File: src/design/tcptt_pkg.sv
`timescale 1ns / 1ps
package tcptt_pkg;

    localparam int TABLE_ENTRIES = 64;
    localparam int IDX_W         = $clog2(TABLE_ENTRIES);
    localparam int KEY_W         = 96;
    localparam int DUR_W         = 53;
    localparam int CNT_W         = 7;

    localparam logic [15:0] PURGE_INTERVAL_RST = 16'd3600;
    localparam logic [15:0] STALE_AGE_RST      = 16'd900;
    localparam logic signed [20:0] US_PER_S    = 21'sd1000000;

    typedef enum logic [0:0] {
        CFG_PURGE_INTERVAL = 1'b0,
        CFG_STALE_AGE      = 1'b1
    } t_cfg_idx;

    typedef enum logic [3:0] {
        ST_IGNORED       = 4'd0,
        ST_INSERTED      = 4'd1,
        ST_DUPLICATE     = 4'd2,
        ST_RST_REMOVED   = 4'd3,
        ST_RST_MISS      = 4'd4,
        ST_FIN_REPORTED  = 4'd5,
        ST_FIN_MISS      = 4'd6,
        ST_FULL          = 4'd7,
        ST_PURGED        = 4'd8,
        ST_PURGE_SKIPPED = 4'd9
    } t_status;

    typedef struct packed {
        logic             load;
        logic             rd;
        logic [IDX_W-1:0] idx;
        logic             apply;
        logic             emit;
    } t_cmd;

    typedef struct packed {
        logic out_free;
    } t_sts;

    typedef struct packed {
        logic [KEY_W-1:0] key;
        logic [31:0]      secs;
        logic [19:0]      usecs;
        logic [15:0]      dups;
    } t_entry;

endpackage

File: src/design/tcptt_ctl.sv
`timescale 1ns / 1ps
module tcptt_ctl import tcptt_pkg::*; (
    input  logic i_clk,
    input  logic i_rst_n,
    input  logic i_in_valid,
    output logic o_busy,
    input  t_sts i_sts,
    output t_cmd o_cmd
);

    typedef enum logic [2:0] {
        S_IDLE,
        S_SCAN,
        S_DRAIN,
        S_APPLY,
        S_EMIT
    } t_state;

    t_state           r_state;
    logic [IDX_W-1:0] r_idx;

    always_ff @(posedge i_clk) begin
        if (!i_rst_n) begin
            r_state <= S_IDLE;
            r_idx   <= '0;
        end else begin
            unique case (r_state)
                S_IDLE: begin
                    r_idx <= '0;
                    if (i_in_valid) r_state <= S_SCAN;
                end
                S_SCAN: begin
                    r_idx <= r_idx + 1'b1;
                    if (r_idx == IDX_W'(TABLE_ENTRIES - 1)) r_state <= S_DRAIN;
                end
                S_DRAIN: r_state <= S_APPLY;
                S_APPLY: r_state <= S_EMIT;
                S_EMIT: begin
                    if (i_sts.out_free) r_state <= S_IDLE;
                end
                default: r_state <= S_IDLE;
            endcase
        end
    end

    always_comb begin
        o_busy      = (r_state != S_IDLE);
        o_cmd.load  = (r_state == S_IDLE) && i_in_valid;
        o_cmd.rd    = (r_state == S_SCAN);
        o_cmd.idx   = r_idx;
        o_cmd.apply = (r_state == S_APPLY);
        o_cmd.emit  = (r_state == S_EMIT) && i_sts.out_free;
    end

endmodule

File: config.mk
export PLATFORM = sky130hd
export DESIGN_NAME = tcptt_ctl
export DESIGN_NICKNAME = d
export VERILOG_FILES = /design/src/design/tcptt_pkg.sv /design/src/design/tcptt_ctl.sv
export SDC_FILE = /design/constraint.sdc
export NUM_CORES = 1
export LEC_CHECK = 0
export BUFFER_PORTS_ARGS = -buffer_cell sky130_fd_sc_hd__buf_2
export CORE_AREA = 4 4 41 43
export DETAILED_ROUTE_END_ITERATION = 16
export DIE_AREA = 0 0 45 47
export HOLD_SLACK_MARGIN = 0.02
export PLACE_DENSITY = 0.57
export SYNTH_ARGS = -nofsm -noshare
export SYNTH_HDL_FRONTEND = slang
export SYNTH_SLANG_ARGS = --single-unit
File: constraint.sdc
create_clock -name i_clk -period 4 [get_ports i_clk]
set_clock_uncertainty 0.2 [all_clocks]
set_input_delay 1 -clock i_clk [delete_from_list [all_inputs] [get_ports i_clk]]
set_output_delay 1 -clock i_clk [all_outputs]
set_load 0.05 [all_outputs]
### After elaboration in Yosys (flattened, before gate mapping)

Cells that the tools add are included.

| storage, ports and cells | value |
|---|---|
| register bits after elaboration | 9 |
| bits of input ports | 4 |
| word-level logic and storage cells | 22 |

| operators by class | value |
|---|---|
| add/subtract/negate cells | 1 |
| equality and inequality tests | 8 |
| multiplexer cells | 5 |
| reduce and logical (&&, ||, !) cells | 6 |

Operator list:

| operator | count |
|---|---|
| $pmux 3 s5 | 1 |
| $pmux 6 s2 | 1 |
| $mux 3 | 3 |
| $add 6x1->6 const B | 1 |
| $eq 3x2->1 const B | 2 |
| $eq 6x6->1 const B | 1 |
| $ne 2x2->1 const B | 2 |
| $eq 3x1->1 const B | 1 |
| $eq 3x3->1 const B | 1 |
| $logic_not 3->1 | 1 |
| $reduce_and 3->1 | 1 |
| $reduce_bool 3->1 | 1 |
| $logic_and 1x1->1 | 2 |
| $ne 2x1->1 const B | 1 |
| $reduce_bool 2->1 | 1 |

### Logic depth before layout (Yosys ltp)

| logic depth | value |
|---|---|
| depth after elaboration | 3 |
| gate-level depth with buffers | 5 |
| gate-level depth less buffers | 4 |

### Worst setup path before layout

No wires, ideal clock.

| path | value |
|---|---|
| kind | reg-to-output |
| start | reg r_state[1] |
| end | out o_cmd[1] (netlist name) |
| arrival time | 1.790 ns |
| setup slack | 1.010 ns |
| stages on the path, launching flop included | 3 |
| path buffers | 1 |
| path through | dfxtp_1 -> clkbuf_1 -> nor3b_1 |

RTL lines:

| element | RTL line | text |
|---|---|---|
| start, declared | tcptt_ctl.sv:19 | `t_state r_state;` |
| start signal, assigned | tcptt_ctl.sv:24 | `r_state <= S_IDLE;` |
| start signal, assigned | tcptt_ctl.sv:30 | `if (i_in_valid) r_state <= S_SCAN;` |
| start signal, assigned | tcptt_ctl.sv:34 | `if (r_idx == IDX_W'(TABLE_ENTRIES - 1)) r_state <= S_DRAIN;` |
| end, declared | tcptt_ctl.sv:8 | `output t_cmd o_cmd` |

==> flow_metrics.tcl <==
set metrics [dict create \
    post_cts_buffers 0 \
    layout.nets 79 \
    seqPwrFrac_pct 48.4 \
    place_congestion 0.703 \
    synth_top_area_share_pct 37.4 \
    clock.fmax_ghz 0.363 \
    p_switching_mw 0.0566 \
    worstPathRequired_ps 2800 \
    yosysSeqAreaShare_pct 37.4 \
    cts_root_buf "clkbuf_4" \
    postSynthCellCount 57 \
    regArea_um2 180 \
    syn_avg_cell_area_um2 8.45 \
    ys_types 27 \
    hpwl_um 790 \
    grt_max_degree 13 \
    cp_cell_sequence "or3b_4, inv_1, buf_2" \
    hold_viol 0 \
    rsz0062_at_grt "no" \
    power_frac_comb_pct 15.1 \
    path_clk_slew_ps 60 \
    portBuffers 14 \
    synth_most_common_cell "dfxtp_1" \
    io_pins 15 \
    path_class "flip-flop to output port" \
    clkPwrFrac_pct 36.6 \
    ir_worst_vdd_uv 143 \
    drv_cap 0 \
    post_cts_resized 0 \
    synth.largest_area_cell "dfxtp_1" \
    clock_latency_ps 260 \
    ant_nets 0 \
    remaining_drc_errors 0 \
    fin_cells 88 \
    first_iter_violations 9 \
    clock_path_buffers 2 \
    finalSetupViolCount 0 \
    fp.dieH_um 47 \
    status "finished, final reports clean" \
    finalPower_mw 0.196 \
    synth.top_cells.by_area "dfxtp_1 (37%), o21ai_0 (5.2%), nand2_1 (4.7%)" \
    fin_area_um2 582 \
    rows 13 \
    fillCellCount 162 \
    grt_pass1_wl_mm 1.77 \
    ys_seq_elements 9 \
    cts.sinks 9 \
    setup_tns_ps 0 \
    track_usage_pct 11.8 \
    first_global_vias 435 \
    yosysWarnings 0 \
    fin_crit_sh_pct 68.8 \
    arrival_ps 1550 \
    synth.net_count 62 \
    leakage_nw 0.249 \
    cp_num_buf_inv 2 \
    startpoint "r_state[0]" \
    fin_crit_ps 2750 \
    syn_to_final_growth_pct 20.8 \
    hp-class "flip-flop to flip-flop" \
    wire_per_inst_um 12.4 \
    numCtsBuffers 3 \
    holdWs_ps 318 \
    drt_pre_antenna_iters 3 \
    p_int_mw 0.139 \
    synth_flop_cell "dfxtp_1" \
    synthArstFlopShare_pct 0 \
    worst_pin_slew_ps 341 \
    dp_slack_ps 1260 \
    route.vias.total 471 \
    crit_path_top_delay_cell "dfxtp_1" \
    placed_area_um2 556 \
    start_util_pct 37.0 \
    h-tree-depth 1 \
    cts_tree "built" \
    reg2reg_from "r_state[0]" \
    min_from "r_idx[4]" \
    postCtsHoldBufs 0 \
    power_density_nw_per_um2 336 \
    grt.overflow.total 0 \
    netlist_area_um2 482 \
    dieArea_um2 2120 \
    synth_edf_count 0 \
    die_x_um 45 \
    diodes 0 \
    fin_ws_ps 1250 \
    antenna_found_initial 0 \
    layout-drive-gt1-share_pct 27.4 \
    finish.utilization_pct 44.7 \
    avgViaCountPerCell 5.35 \
    crit_path_end_kind "output port" \
    drt_wl_total_mm 1.09 \
    cp_top_family "flip-flops" \
    multi_input_area_um2 279 \
    swShare_pct 28.9 \
    core_um2 1300 \
    relSlewSlack_pct 77.2 \
    path_max_fanout 10 \
    synthTopCellsByCount "dfxtp_1 (9), nand2_1 (6), o21ai_0 (5), a21oi_1 (4), nand3_1 (4)" \
    start_kind "flip-flop" \
    post-place-cells 84 \
    slew_viol_final 0 \
    max_stage_delay_ps 500 \
]
logic make-up after synthesis:
group | synth area share (%)
flops | 37.4
buf+inv | 4.67
compound gates | 21.0
simple gates | 34.3
fa+ha+maj | 2.60
worst reg2reg max path, delay by kind of cell, from the launching register on:
kind | cells | cell delay (ps)
flip-flops | 1 | 500
AND/OR/NAND/NOR | 2 | 970
AO/OA/AOI/OAI | 1 | 120
state kept, by name, summed over array words and instances (netlist names):
signal   cells
r_idx        6
r_state      3
power groups by stage:
stage	Sequential (mW)	Combinational (mW)	Clock, mW
2_1_floorplan	0.0972	0.0223	0
3_3_place_gp	0.0966	0.0296	0
3_5_place_dp	0.0964	0.0299	0
4_1_cts	0.0944	0.0299	0.0729
5_1_grt	0.0949	0.0324	0.0763
6_report	0.0946	0.0295	0.0715
path summary, 6_finish.rpt:
kind	to	slack, ps	cells after the start
worst max-delay path	o_cmd[8]	1250	3
worst min-delay path	r_idx[4]	320	2
worst max register to register	r_idx[5]	2150	3
worst min register to register	r_idx[4]	320	2
layer usage:
metal	vias up	global-route usage [%]	wire, µm
li1	241	-	-
met4	0	7.02	10
met1	219	14.4	531
met3	2	3.45	49
met2	9	18.4	500
met5	-	0	0
placed cells by master, fill, tap and decap left out:
cell type,netlist,final
a21boi_0,2,2
a21boi_1,1,1
a21oi_1,4,4
and2_1,1,1
and3_1,1,1
and4bb_2,1,1
buf_2,0,14
clkbuf_1,1,1
clkbuf_4,0,3
dfxtp_1,9,9
ha_1,1,1
inv_1,2,2
nand2_1,6,6
nand2b_1,3,3
nand3_1,4,4
nand3b_1,1,1
nor2_1,1,1
nor2b_1,2,2
nor3b_1,1,1
nor4b_1,1,1
o21a_1,1,1
o21ai_0,5,5
o311ai_0,1,1
o32ai_1,2,2
or2_2,1,1
or3_1,1,1
or3b_4,1,1
or4_1,2,2
layout make-up:
cell class	count	area share (%)
clock buffer	4	4.52
inverter	2	1.29
multi-input combinational	44	48.0
sequential	9	31.0
tap	15	3.23
timing repair buffer	14	12.0
Note: power is estimated with default switching activity, not from simulation.
